<file path="config.mk">
export PLATFORM = sky130hd
export DESIGN_NAME = keyed_list_table_top
export DESIGN_NICKNAME = d
export VERILOG_FILES = /design/src/hw/rtl/klt_pkg.sv /design/src/hw/rtl/keyed_list_table_top.sv /design/src/hw/rtl/klt_datapath.sv /design/src/hw/rtl/klt_ctrl.sv
export SDC_FILE = /design/constraint.sdc
export NUM_CORES = 2
export LEC_CHECK = 0
export BUFFER_PORTS_ARGS = -buffer_cell sky130_fd_sc_hd__clkbuf_2
export CORE_ASPECT_RATIO = 0.5
export CORE_MARGIN = 8
export CORE_UTILIZATION = 56
export DETAILED_ROUTE_END_ITERATION = 7
export PLACE_DENSITY_LB_ADDON = 0.2
export RECOVER_POWER = 100
export SYNTH_ARGS = -nofsm -noshare
export SYNTH_HDL_FRONTEND = slang
export SYNTH_HIERARCHICAL = 1
export SYNTH_SLANG_ARGS = --single-unit
</file>
<file path="constraint.sdc">
create_clock -name clk_i -period 11.15 [get_ports clk_i]
set_clock_uncertainty 0.15 [all_clocks]
set_input_delay 2.23 -clock clk_i [delete_from_list [all_inputs] [get_ports clk_i]]
set_output_delay 2.23 -clock clk_i [all_outputs]
set_load 0.05 [all_outputs]
</file>
<file path="src/hw/rtl/klt_pkg.sv">
package klt_pkg;

  localparam int KEY_W  = 31;
  localparam int PAY_W  = 64;
  localparam int POS_W  = 5;
  localparam int CNT_W  = 6;
  localparam int CFG_W  = 6;
  localparam int STAT_W = 2;
  localparam int MODE_W = 2;

  localparam logic [MODE_W-1:0] MODE_APPEND = 2'd0;
  localparam logic [MODE_W-1:0] MODE_LOOKUP = 2'd1;
  localparam logic [MODE_W-1:0] MODE_REMOVE = 2'd2;
  localparam logic [MODE_W-1:0] MODE_READ   = 2'd3;

  localparam logic [STAT_W-1:0] ST_OK        = 2'd0;
  localparam logic [STAT_W-1:0] ST_FULL      = 2'd1;
  localparam logic [STAT_W-1:0] ST_NOT_FOUND = 2'd2;
  localparam logic [STAT_W-1:0] ST_EMPTY     = 2'd3;

  localparam logic REG_CAPACITY = 1'b0;
  localparam logic REG_STRATEGY = 1'b1;

  localparam logic [CFG_W-1:0] CAP_RESET   = 6'd30;
  localparam logic             STRAT_RESET = 1'b1;

  typedef struct packed {
    logic [MODE_W-1:0] mode;
    logic [KEY_W-1:0]  key;
    logic [PAY_W-1:0]  payload;
    logic [POS_W-1:0]  position;
  } in_word_t;

  typedef struct packed {
    logic [STAT_W-1:0] status;
    logic [POS_W-1:0]  found_position;
    logic [KEY_W-1:0]  found_key;
    logic [PAY_W-1:0]  found_payload;
    logic [CNT_W-1:0]  entry_count;
  } out_word_t;

  typedef struct packed {
    logic load;
    logic append;
    logic read_pos;
    logic res_empty;
    logic cap_read;
    logic scan_init;
    logic scan_step;
    logic cap_hit;
    logic res_miss;
    logic shift_init;
    logic shift_step;
    logic move_rd;
    logic move_wr;
    logic dec_count;
    logic out_load;
  } cmd_t;

  typedef struct packed {
    logic [MODE_W-1:0] mode;
    logic              strategy;
    logic              pos_ok;
    logic              match;
    logic              scan_done;
  } sts_t;

endpackage

</file>
<file path="src/hw/rtl/keyed_list_table_top.sv">
// Keyed list table: an unsorted list of up to MAX_ENTRIES records (key plus
// 64-bit payload), searched linearly.
// Input channel (in_valid_i / in_ready_o / in_word_i): one word per command,
// mode = append, lookup, remove or read position. Output channel
// (out_valid_o / out_ready_i / out_word_o): exactly one result word per
// command, in order. Config port: cfg_we_i writes cfg_data_i to register
// cfg_idx_i (0 capacity limit, 1 remove strategy) with no handshake.
// One command is in flight at a time; a new word is taken the cycle after the
// previous result is loaded into the output register.
// Append and a read of an empty position finish in S_EXEC; any other read goes
// through S_READ to capture the registered store output. Lookup and remove
// scan the list from position 0, one entry per cycle through the registered
// read port of the store, and stop at the first match or at the fill count.
// Remove then moves the last entry into the hole (strategy 0) or shifts every
// later entry down one place (strategy 1), again one entry per cycle.
// Reset empties the list and sets capacity 30, shift removal; the store is
// not cleared. A stalled output holds its word; the next result waits in the
// controller and the input stays not ready until the output register is free.
module keyed_list_table_top #(
  parameter int MAX_ENTRIES = 32,
  parameter int KEY_BITS    = 31
) (
  input  logic                      clk_i,
  input  logic                      rst_ni,
  input  logic                      in_valid_i,
  output logic                      in_ready_o,
  input  klt_pkg::in_word_t         in_word_i,
  output logic                      out_valid_o,
  input  logic                      out_ready_i,
  output klt_pkg::out_word_t        out_word_o,
  input  logic                      cfg_we_i,
  input  logic                      cfg_idx_i,
  input  logic [klt_pkg::CFG_W-1:0] cfg_data_i
);

  klt_pkg::cmd_t cmd;
  klt_pkg::sts_t sts;

  klt_ctrl u_ctrl (
    .clk_i       (clk_i),
    .rst_ni      (rst_ni),
    .in_valid_i  (in_valid_i),
    .in_ready_o  (in_ready_o),
    .out_valid_o (out_valid_o),
    .out_ready_i (out_ready_i),
    .sts_i       (sts),
    .cmd_o       (cmd)
  );

  klt_datapath #(
    .MAX_ENTRIES (MAX_ENTRIES),
    .KEY_BITS    (KEY_BITS)
  ) u_datapath (
    .clk_i      (clk_i),
    .rst_ni     (rst_ni),
    .in_word_i  (in_word_i),
    .cfg_we_i   (cfg_we_i),
    .cfg_idx_i  (cfg_idx_i),
    .cfg_data_i (cfg_data_i),
    .cmd_i      (cmd),
    .sts_o      (sts),
    .out_word_o (out_word_o)
  );

endmodule

</file>
<file path="src/hw/rtl/klt_datapath.sv">
module klt_datapath #(
  parameter int MAX_ENTRIES = 32,
  parameter int KEY_BITS    = 31
) (
  input  logic                    clk_i,
  input  logic                    rst_ni,
  input  klt_pkg::in_word_t       in_word_i,
  input  logic                    cfg_we_i,
  input  logic                    cfg_idx_i,
  input  logic [klt_pkg::CFG_W-1:0] cfg_data_i,
  input  klt_pkg::cmd_t           cmd_i,
  output klt_pkg::sts_t           sts_o,
  output klt_pkg::out_word_t      out_word_o
);

  localparam int IdxW  = $clog2(MAX_ENTRIES);
  localparam int CntW  = $clog2(MAX_ENTRIES + 1);
  localparam int WideW = (CntW > klt_pkg::CNT_W) ? CntW : klt_pkg::CNT_W;
  localparam int EntW  = KEY_BITS + klt_pkg::PAY_W;

  logic [EntW-1:0] mem [MAX_ENTRIES];

  klt_pkg::in_word_t item_q;
  logic [CntW-1:0]   count_q, count_d;
  logic [klt_pkg::CFG_W-1:0] cap_q;
  logic              strat_q;
  logic [CntW-1:0]   ptr_q, ptr_d;
  logic              rdv_q, rdv_d;
  logic [IdxW-1:0]   cmp_idx_q;
  logic [IdxW-1:0]   found_idx_q;
  logic [EntW-1:0]   rd_q;

  logic [klt_pkg::STAT_W-1:0] res_status_q;
  logic [klt_pkg::POS_W-1:0]  res_pos_q;
  logic [KEY_BITS-1:0]        res_key_q;
  logic [klt_pkg::PAY_W-1:0]  res_pay_q;
  klt_pkg::out_word_t         out_q;

  logic [63:0]               item_key_wide;
  logic [KEY_BITS-1:0]       item_key;
  logic [KEY_BITS-1:0]       rd_key;
  logic [klt_pkg::PAY_W-1:0] rd_pay;
  logic                      full;
  logic                      ptr_lt;
  logic                      step;
  logic [IdxW-1:0]           pos_idx;
  logic [IdxW-1:0]           last_idx;
  logic [31:0]               count_w32;
  logic [31:0]               cmp_w32;
  logic [WideW-1:0]          count_wide;
  logic [63:0]               res_key_wide;

  logic                      rd_en;
  logic [IdxW-1:0]           rd_addr;
  logic                      wr_en;
  logic [IdxW-1:0]           wr_addr;
  logic [EntW-1:0]           wr_data;

  assign item_key_wide = 64'(item_q.key);
  assign item_key      = item_key_wide[KEY_BITS-1:0];
  assign rd_key        = rd_q[EntW-1:klt_pkg::PAY_W];
  assign rd_pay        = rd_q[klt_pkg::PAY_W-1:0];
  assign full          = (WideW'(count_q) >= WideW'(cap_q)) ||
                         (count_q == CntW'(MAX_ENTRIES));
  assign ptr_lt        = ptr_q < count_q;
  assign step          = cmd_i.scan_step | cmd_i.shift_step;
  assign pos_idx       = IdxW'(item_q.position);
  assign last_idx      = IdxW'(count_q - 1'b1);
  assign count_w32     = 32'(count_q);
  assign cmp_w32       = 32'(cmp_idx_q);
  assign count_wide    = WideW'(count_q);
  assign res_key_wide  = 64'(res_key_q);

  assign sts_o.mode      = item_q.mode;
  assign sts_o.strategy  = strat_q;
  assign sts_o.pos_ok    = WideW'(item_q.position) < count_wide;
  assign sts_o.match     = rdv_q && (rd_key == item_key);
  assign sts_o.scan_done = !rdv_q && !ptr_lt;

  assign out_word_o = out_q;

  always_comb begin
    rd_en   = 1'b0;
    rd_addr = ptr_q[IdxW-1:0];
    if (step && ptr_lt) begin
      rd_en = 1'b1;
    end
    if (cmd_i.read_pos) begin
      rd_en   = 1'b1;
      rd_addr = pos_idx;
    end
    if (cmd_i.move_rd) begin
      rd_en   = 1'b1;
      rd_addr = last_idx;
    end
  end

  always_comb begin
    wr_en   = 1'b0;
    wr_addr = cmp_idx_q - 1'b1;
    wr_data = rd_q;
    if (cmd_i.append && !full) begin
      wr_en   = 1'b1;
      wr_addr = count_q[IdxW-1:0];
      wr_data = {item_key, item_q.payload};
    end else if (cmd_i.move_wr) begin
      wr_en   = 1'b1;
      wr_addr = found_idx_q;
    end else if (cmd_i.shift_step && rdv_q) begin
      wr_en = 1'b1;
    end
  end

  always_ff @(posedge clk_i) begin
    if (wr_en) begin
      mem[wr_addr] <= wr_data;
    end
    if (rd_en) begin
      rd_q <= mem[rd_addr];
    end
  end

  always_comb begin
    count_d = count_q;
    if (cmd_i.append && !full) begin
      count_d = count_q + 1'b1;
    end else if (cmd_i.dec_count) begin
      count_d = count_q - 1'b1;
    end
  end

  always_comb begin
    ptr_d = ptr_q;
    rdv_d = rdv_q;
    if (cmd_i.scan_init) begin
      ptr_d = '0;
      rdv_d = 1'b0;
    end else if (cmd_i.shift_init) begin
      ptr_d = CntW'(cmp_idx_q) + 1'b1;
      rdv_d = 1'b0;
    end else if (step) begin
      rdv_d = ptr_lt;
      if (ptr_lt) begin
        ptr_d = ptr_q + 1'b1;
      end
    end
  end

  always_ff @(posedge clk_i or negedge rst_ni) begin
    if (!rst_ni) begin
      count_q <= '0;
      ptr_q   <= '0;
      rdv_q   <= 1'b0;
      cap_q   <= klt_pkg::CAP_RESET;
      strat_q <= klt_pkg::STRAT_RESET;
    end else begin
      count_q <= count_d;
      ptr_q   <= ptr_d;
      rdv_q   <= rdv_d;
      if (cfg_we_i) begin
        unique case (cfg_idx_i)
          klt_pkg::REG_CAPACITY: cap_q   <= cfg_data_i;
          klt_pkg::REG_STRATEGY: strat_q <= cfg_data_i[0];
        endcase
      end
    end
  end

  always_ff @(posedge clk_i) begin
    if (cmd_i.load) begin
      item_q <= in_word_i;
    end
    if (step) begin
      cmp_idx_q <= ptr_q[IdxW-1:0];
    end
    if (cmd_i.cap_hit) begin
      found_idx_q <= cmp_idx_q;
    end
    if (cmd_i.append) begin
      if (full) begin
        res_status_q <= klt_pkg::ST_FULL;
        res_pos_q    <= '0;
        res_key_q    <= '0;
        res_pay_q    <= '0;
      end else begin
        res_status_q <= klt_pkg::ST_OK;
        res_pos_q    <= count_w32[klt_pkg::POS_W-1:0];
        res_key_q    <= item_key;
        res_pay_q    <= item_q.payload;
      end
    end
    if (cmd_i.res_empty) begin
      res_status_q <= klt_pkg::ST_EMPTY;
      res_pos_q    <= item_q.position;
      res_key_q    <= '0;
      res_pay_q    <= '0;
    end
    if (cmd_i.cap_read) begin
      res_status_q <= klt_pkg::ST_OK;
      res_pos_q    <= item_q.position;
      res_key_q    <= rd_key;
      res_pay_q    <= rd_pay;
    end
    if (cmd_i.cap_hit) begin
      res_status_q <= klt_pkg::ST_OK;
      res_pos_q    <= cmp_w32[klt_pkg::POS_W-1:0];
      res_key_q    <= rd_key;
      res_pay_q    <= rd_pay;
    end
    if (cmd_i.res_miss) begin
      res_status_q <= klt_pkg::ST_NOT_FOUND;
      res_pos_q    <= '0;
      res_key_q    <= '0;
      res_pay_q    <= '0;
    end
    if (cmd_i.out_load) begin
      out_q.status         <= res_status_q;
      out_q.found_position <= res_pos_q;
      out_q.found_key      <= res_key_wide[klt_pkg::KEY_W-1:0];
      out_q.found_payload  <= res_pay_q;
      out_q.entry_count    <= count_wide[klt_pkg::CNT_W-1:0];
    end
  end

endmodule

</file>
<file path="src/hw/rtl/klt_ctrl.sv">
module klt_ctrl (
  input  logic          clk_i,
  input  logic          rst_ni,
  input  logic          in_valid_i,
  output logic          in_ready_o,
  output logic          out_valid_o,
  input  logic          out_ready_i,
  input  klt_pkg::sts_t sts_i,
  output klt_pkg::cmd_t cmd_o
);

  localparam logic [2:0] S_IDLE   = 3'd0;
  localparam logic [2:0] S_EXEC   = 3'd1;
  localparam logic [2:0] S_READ   = 3'd2;
  localparam logic [2:0] S_SEARCH = 3'd3;
  localparam logic [2:0] S_MOVE   = 3'd4;
  localparam logic [2:0] S_SHIFT  = 3'd5;
  localparam logic [2:0] S_DONE   = 3'd6;

  logic [2:0] state_q, state_d;
  logic       out_valid_q, out_valid_d;

  assign in_ready_o  = (state_q == S_IDLE);
  assign out_valid_o = out_valid_q;

  always_comb begin
    cmd_o   = '0;
    state_d = state_q;
    unique case (state_q)
      S_IDLE: begin
        if (in_valid_i) begin
          cmd_o.load = 1'b1;
          state_d    = S_EXEC;
        end
      end
      S_EXEC: begin
        unique case (sts_i.mode)
          klt_pkg::MODE_APPEND: begin
            cmd_o.append = 1'b1;
            state_d      = S_DONE;
          end
          klt_pkg::MODE_LOOKUP, klt_pkg::MODE_REMOVE: begin
            cmd_o.scan_init = 1'b1;
            state_d         = S_SEARCH;
          end
          klt_pkg::MODE_READ: begin
            if (sts_i.pos_ok) begin
              cmd_o.read_pos = 1'b1;
              state_d        = S_READ;
            end else begin
              cmd_o.res_empty = 1'b1;
              state_d         = S_DONE;
            end
          end
        endcase
      end
      S_READ: begin
        cmd_o.cap_read = 1'b1;
        state_d        = S_DONE;
      end
      S_SEARCH: begin
        if (sts_i.match) begin
          cmd_o.cap_hit = 1'b1;
          if (sts_i.mode == klt_pkg::MODE_REMOVE) begin
            if (sts_i.strategy) begin
              cmd_o.shift_init = 1'b1;
              state_d          = S_SHIFT;
            end else begin
              cmd_o.move_rd = 1'b1;
              state_d       = S_MOVE;
            end
          end else begin
            state_d = S_DONE;
          end
        end else if (sts_i.scan_done) begin
          cmd_o.res_miss = 1'b1;
          state_d        = S_DONE;
        end else begin
          cmd_o.scan_step = 1'b1;
        end
      end
      S_MOVE: begin
        cmd_o.move_wr   = 1'b1;
        cmd_o.dec_count = 1'b1;
        state_d         = S_DONE;
      end
      S_SHIFT: begin
        if (sts_i.scan_done) begin
          cmd_o.dec_count = 1'b1;
          state_d         = S_DONE;
        end else begin
          cmd_o.shift_step = 1'b1;
        end
      end
      S_DONE: begin
        if (!out_valid_q || out_ready_i) begin
          cmd_o.out_load = 1'b1;
          state_d        = S_IDLE;
        end
      end
      default: begin
        state_d = S_IDLE;
      end
    endcase
  end

  always_comb begin
    out_valid_d = out_valid_q;
    if (cmd_o.out_load) begin
      out_valid_d = 1'b1;
    end else if (out_ready_i) begin
      out_valid_d = 1'b0;
    end
  end

  always_ff @(posedge clk_i or negedge rst_ni) begin
    if (!rst_ni) begin
      state_q     <= S_IDLE;
      out_valid_q <= 1'b0;
    end else begin
      state_q     <= state_d;
      out_valid_q <= out_valid_d;
    end
  end

endmodule

</file>
# [After elaboration in Yosys (flattened, before gate mapping)]
# Memories as Yosys holds them, arrays and structs flattened. A register that Yosys moved wholly into a read port is not among the register bits.
# Cells that the tools add are included.
[op_classes] order_cmp=3 n_mux=81 reduce_logical=26 n_bitwise=2 n_addsub=5 n_eq_ne=13
[op_table] operator="64-bit 2-to-1 mux" count=5
[op_table] operator="31-bit 2-to-1 mux" count=5
[op_table] operator="95-bit 2-to-1 mux" count=1
[op_table] operator="5-bit 2-to-1 mux" count=9
[op_table] operator="1-bit 2-to-1 mux" count=39
[op_table] operator="6-bit 2-to-1 mux" count=6
[op_table] operator="31-bit equality test" count=1
[op_table] operator="3-bit 2-to-1 mux" count=7
[op_table] operator="3-bit one-hot mux with 6 select lines" count=1
[op_table] operator="6-bit by 1-bit adder with 6-bit output, second input constant" count=2
[op_table] operator="2-bit 2-to-1 mux" count=5
[op_table] operator="3-bit equality test, second input constant" count=3
[op_table] operator="3-bit one-hot mux with 3 select lines" count=1
[op_table] operator="2-bit AND reduction" count=4
[op_table] operator="5-bit by 1-bit adder with 6-bit output, second input constant" count=1
[op_table] operator="3-bit by 2-bit equality test with 1-bit output, second input constant" count=2
[op_table] operator="6-bit equality test, second input constant" count=1
[op_table] operator="6-bit >= comparator" count=1
[op_table] operator="5-bit by 6-bit less-than comparator with 1-bit output" count=1
[op_table] operator="6-bit less-than comparator" count=1
[op_table] operator="2-bit nonzero test" count=3
[op_table] operator="3-bit nonzero test" count=2
[op_table] operator="6-bit by 1-bit subtractor with 6-bit output, second input constant" count=1
[op_table] operator="1-bit logical AND" count=5
[op_table] operator="other kinds (17)" count=23
[totals] word_cells=154 reg_bits=346 ram_bits=3040 out_inout_bits=110 memories=1
[mem_list] memory="u_datapath.mem" depth=32 word_bits=95 read_ports=1 rd_ports_with_merged_regs=1 wr=1 line="klt_datapath.sv:21" rtl="logic [EntW-1:0] mem [MAX_ENTRIES];"

# [Logic depth before layout (Yosys ltp)]
[logic_depth] ltp_word=11 depth_mapped=21 mapped_depth_nobuf=16

# [Cells and area by module]
# The synthesis kept the hierarchy.
[modules_own_cells] module="klt_datapath" seq_area_each_um2=103295.3 area_per_inst_um2=130655.3 cells_each=6228 instances=1
[modules_own_cells] module="klt_ctrl" seq_area_each_um2=100.1 area_per_inst_um2=435.4 cells_each=57 instances=1

# [Worst setup path after synthesis]
# No wires, ideal clock.
[synth_path] path_kind="reg-to-reg" from="register u_datapath.count_q[1]" to="memory u_datapath/mem[24][0] (netlist name), enable pin" required_ns=10.306 arrival_ns=9.743 stages_incl_launch_ff=16 n_path_buf=1 setup_slack_ns=0.564 synth_period_minus_slack_ns=10.586 path_cell_list="dfrtp_1 > clkbuf_1 > inv_1 > ha_1 > a21o_1 > a21oi_1 > o21ai_0 > nor2b_1 > nand2b_1 > nor2_1 > nand3_1 > mux2_2 > nor2_1 > o21ai_0 > o32ai_1 > a21boi_0"
[synth_rtl] item="from (decl)" line="klt_datapath.sv:24" rtl="logic [CntW-1:0] count_q, count_d;"
[synth_rtl] item="from (signal assigned)" line="klt_datapath.sv:157" rtl="count_q <= count_d;"
[synth_rtl] item="to (decl)" line="klt_datapath.sv:21"

# [Final worst setup path]
[layout_path] from="register u_datapath.count_q[0]" to="memory u_datapath/mem[16][62] (netlist name), enable pin"
[layout_between] elab_chain_len=11
[layout_lines] item="6-bit less-than comparator" line="klt_datapath.sv:65" rtl="assign ptr_lt = ptr_q < count_q;"
[layout_lines] item="1-bit logical NOT" line="klt_datapath.sv:78" rtl="assign sts_o.scan_done = !rdv_q && !ptr_lt;"
[layout_lines] item="1-bit logical AND" line="klt_datapath.sv:78"
[layout_lines] item="1-bit 2-to-1 mux" line="klt_ctrl.sv:88" rtl="if (sts_i.scan_done) begin"
[layout_lines] item="1-bit 2-to-1 mux" line="klt_ctrl.sv:29" rtl="unique case (state_q)"
[layout_lines] item="1-bit logical AND" line="klt_datapath.sv:109" rtl="end else if (cmd_i.shift_step && rdv_q) begin"
[layout_lines] item="1-bit 2-to-1 mux" line="klt_datapath.sv:109"
[layout_lines] item="1-bit 2-to-1 mux" line="klt_datapath.sv:106" rtl="end else if (cmd_i.move_wr) begin"
[layout_lines] item="1-bit 2-to-1 mux" line="klt_datapath.sv:102" rtl="if (cmd_i.append && !full) begin"
[layout_lines] item="1-bit 2-to-1 mux" line="klt_datapath.sv:115" rtl="if (wr_en) begin"
[layout_lines] item="1-bit 2-to-1 mux (implied by the code)" line="klt_datapath.sv:116" rtl="mem[wr_addr] <= wr_data;"
# Several ways; a longest one is shown, not always the timed one.

==> qor.csv <==
stage;metric;value;unit
finish;area_growth;10.6;%
power_and_ir_drop;total_leakage_power;45.2;nW
global_routing;grt_first_pass_wirelength;503;mm
place;dpl.hpwl;171;mm
critical_path;endpoint_kind;flip-flop;
cts;htree_levels;5;
sta;worst_pin_slew;4.38;ns
global_routing;first_global_vias;67500;
cts;holdBufCountCts;0;
place;routabilityCongestion;0.786;
sta;setup-violations-final;0;
synth;syn_area;0.131;mm^2
detailed_routing;vias;68600;
worst_hold_path;holdCritPathClass;flip-flop to flip-flop;
synth;synth-main-ff-cell;edfxtp_1;
detailed_routing;via_per_inst;6.92;
critical_path;startpoint;u_datapath/count_q[0];
sta;max_freq;0.109;GHz
synth;syn_area_per_cell;20.9;um^2
detailed_routing;first_pass_iters;8;
cts;clk_path_buf_depth;4;
cts;cts.sinks;3481;
outcome;violations;capacitance limit, slew limit;
critical_path;cp.buffers_inverters;3;
power_and_ir_drop;power_density;243;mW/mm^2
critical_path;r2r-start;u_datapath/count_q[0];
synth;synthTopCellsByArea;edfxtp_1 (77%), mux4_2 (11%), a22oi_1 (1.6%);
detailed_routing;drt_iter0_drc;11600;
critical_path;arrival;9.45;ns
finish;nNetsFinal;6704;
critical_path;cp_cell_sequence;inv_1 -> ha_1 -> nand2b_1 -> a21o_1 -> a211o_1 -> a21bo_1 -> nor2_1 -> clkbuf_1 -> nand2_1 -> a21boi_4 -> clkbuf_4;
sta;hold_violations;0;
detailed_routing;drtAntennaViolNets;0;
synth;synth_edf_count;3355;
sta;fin_crit_sh;82.6;%
floorplanning;coreArea;0.232;mm^2
floorplanning;dieArea;0.251;mm^2
finish;fillers;15700;
critical_path;slowest_delay;2.66;ns
outcome;outcome;complete, but fails checks;
sta;grt_setup_unrepaired;false;
sta;finalSetupTns;0;ns
synth;yosysUniqueCellTypes;67;
critical_path;path_delay_family;buffers and inverters;
global_routing;grt_overflow;0;
global_routing;antenna_found_initial;8;
floorplanning;rows;125;
critical_path;path_class;flip-flop to flip-flop;
detailed_routing;wl_per_cell;36.3;um
synth;ys_seq_elements;3481;
worst_hold_path;hold_start;u_datapath/res_key_q[9];
synth;yosysTopAreaCell;edfxtp_1;
power_and_ir_drop;ir_worst_vdd;0.280;mV
synth;synth_top_area_share;76.9;%
cts;cts_root_buf;clkbuf_16;
detailed_routing;drt_wl_total;359;mm
critical_path;cp.required;11.39;ns
detailed_routing;wl_met2;167;mm
place;io_buffers;223;
power_and_ir_drop;power_switching;10.4;mW
critical_path;crit_slowest_cell;clkbuf_1;
critical_path;path_max_fanout;95;
floorplanning;die_h;358;um
global_routing;grt_max_degree;162;
power_and_ir_drop;swShare;29.6;%
synth;yosys_warnings;6;
sta;post-route-min-period;9.21;ns
cts;post_cts_buffers;0;
floorplanning;initial_core_util;56.4;%
finish;layout_common_cells;edfxtp_1 (3355), mux4_2 (662), nand2_1 (418);
sta;maxSlewHeadroom;-192;%
cts;cts_resized;0;
synth;async_flop_share;0.689;%
sta;slew_viol_final;1421;
power_and_ir_drop;p_int;24.8;mW
finish;layout_commonest_cell;edfxtp_1;
finish;drive_above_1_share;19.3;%
detailed_routing;drt_drc_violations_left;0;
cts;cts_buffers;299;
cts;clock_latency;0.86;ns
place;place_inst;9378;
floorplanning;chipWidth;700;um
power_and_ir_drop;p_seq_share;47.6;%
synth;netlist_instances;6285;
detailed_routing;wl_met3;44.6;mm
critical_path;start_kind;flip-flop;
finish;layoutNonFillerInstCount;9916;
run;cap_violations;43;
detailed_routing;highest_layer;met5;
synth;ys_seq_area_share;78.9;%
detailed_routing;m1WireLength;136;mm
power_and_ir_drop;pwr-share-clk;28.8;%
cts;path_clk_slew;0.06;ns
synth;syn-num-nets;6421;
power_and_ir_drop;combinationalPowerShare;23.6;%
cts;cts_tree;built;
floorplanning;pin_count;224;
global_routing;grtUsageTotal;28.2;%
-- kinds of logic after synthesis --
family,count (synthesis),synth area share (%)
DFF,3481,78.9
AOI/OAI and AO/OA,792,4.39
muxes,781,12.3
and+or+nand+nor,757,2.54
buffers and inverters,406,1.39
xor gates and xnor gates,46,0.307
adders and majority gates,22,0.210
-- power by group through the flow --
| stage | clock [mW] | combinational, mW | sequential (mW) |
|---|---|---|---|
| after floorplan | 0 | 5.50 | 17.3 |
| after global placement | 0 | 8.14 | 17.0 |
| after detailed placement | 0 | 8.36 | 17.0 |
| after CTS | 10.2 | 8.40 | 16.7 |
| after global routing | 10.7 | 8.82 | 16.8 |
| final | 10.1 | 8.32 | 16.8 |
-- metal layers --
layer / track usage, % / up-vias
met4: 8.35 / 2
met2: 44.2 / 4799
met3: 5.45 / 684
met5: 0 / -
met1: 41.1 / 36300
li1: - / 26800
-- per-stage QoR --
step	area [um^2]	setup slack, ns	total power [mW]	hold slack (ns)	util, %
2_1_floorplan	131000	0.564	22.8	0.251	-
3_3_place_gp	136000	3.70	25.1	0.266	58.6
3_5_place_dp	136000	3.77	25.4	0.265	58.6
4_1_cts	146000	3.75	35.4	0.279	62.6
5_1_grt	145000	1.93	36.4	0.289	62.4
6_report	145000	1.94	35.2	0.277	62.4
-- Yosys cell counts, types with 30 or more instances --
cell and count:
a21oi_1 219, a221oi_1 96, a222oi_1 95, a22oi_1 287, buf_1 30, buf_2 138, clkbuf_1 185, dfxtp_1 102
edfxtp_1 3355, inv_1 31, mux2i_1 111, mux4_2 662, nand2_1 419, nand4_1 99, nor2_1 151
-- final timing paths --
kind	end	slack (ns)	depth (start not counted)
max in group asynchronous	u_datapath/count_q[0]	8.34	1
worst min register to register	u_datapath/out_word_o[79]	0.28	0
min in group asynchronous	u_datapath/count_q[2]	1.61	1
worst min-delay path	u_datapath/out_word_o[79]	0.28	0
worst max-delay path	u_datapath/mem[16][62]	1.94	11
worst max register to register	u_datapath/mem[16][62]	1.94	11
-- registers in the layout, summed over array words and instances, names as in the netlist, 6 cells and up --
name and flops:
u_datapath/mem 3040, u_datapath/out_word_o 108, u_datapath/rd_q 95, u_datapath/item_q 64, u_datapath/res_pay_q 64, u_datapath/item_key 31
u_datapath/res_key_q 31, u_datapath/cap_q 6, u_datapath/count_q 6, u_datapath/ptr_q 6
-- cell type report --
class | instances | area [um^2] | area share, %
multi-input cells | 2398 | 26100 | 18.0
repair buffers | 357 | 2290 | 1.58
well taps | 3111 | 3890 | 2.68
flip-flops and latches | 3481 | 103000 | 71.3
inverters | 31 | 116 | 0.0802
clock buffers | 398 | 8130 | 5.61
diodes | 3 | 7.51 | 0.00518
clock inverters | 137 | 1140 | 0.783
Note: power is estimated with default switching activity, not from simulation.
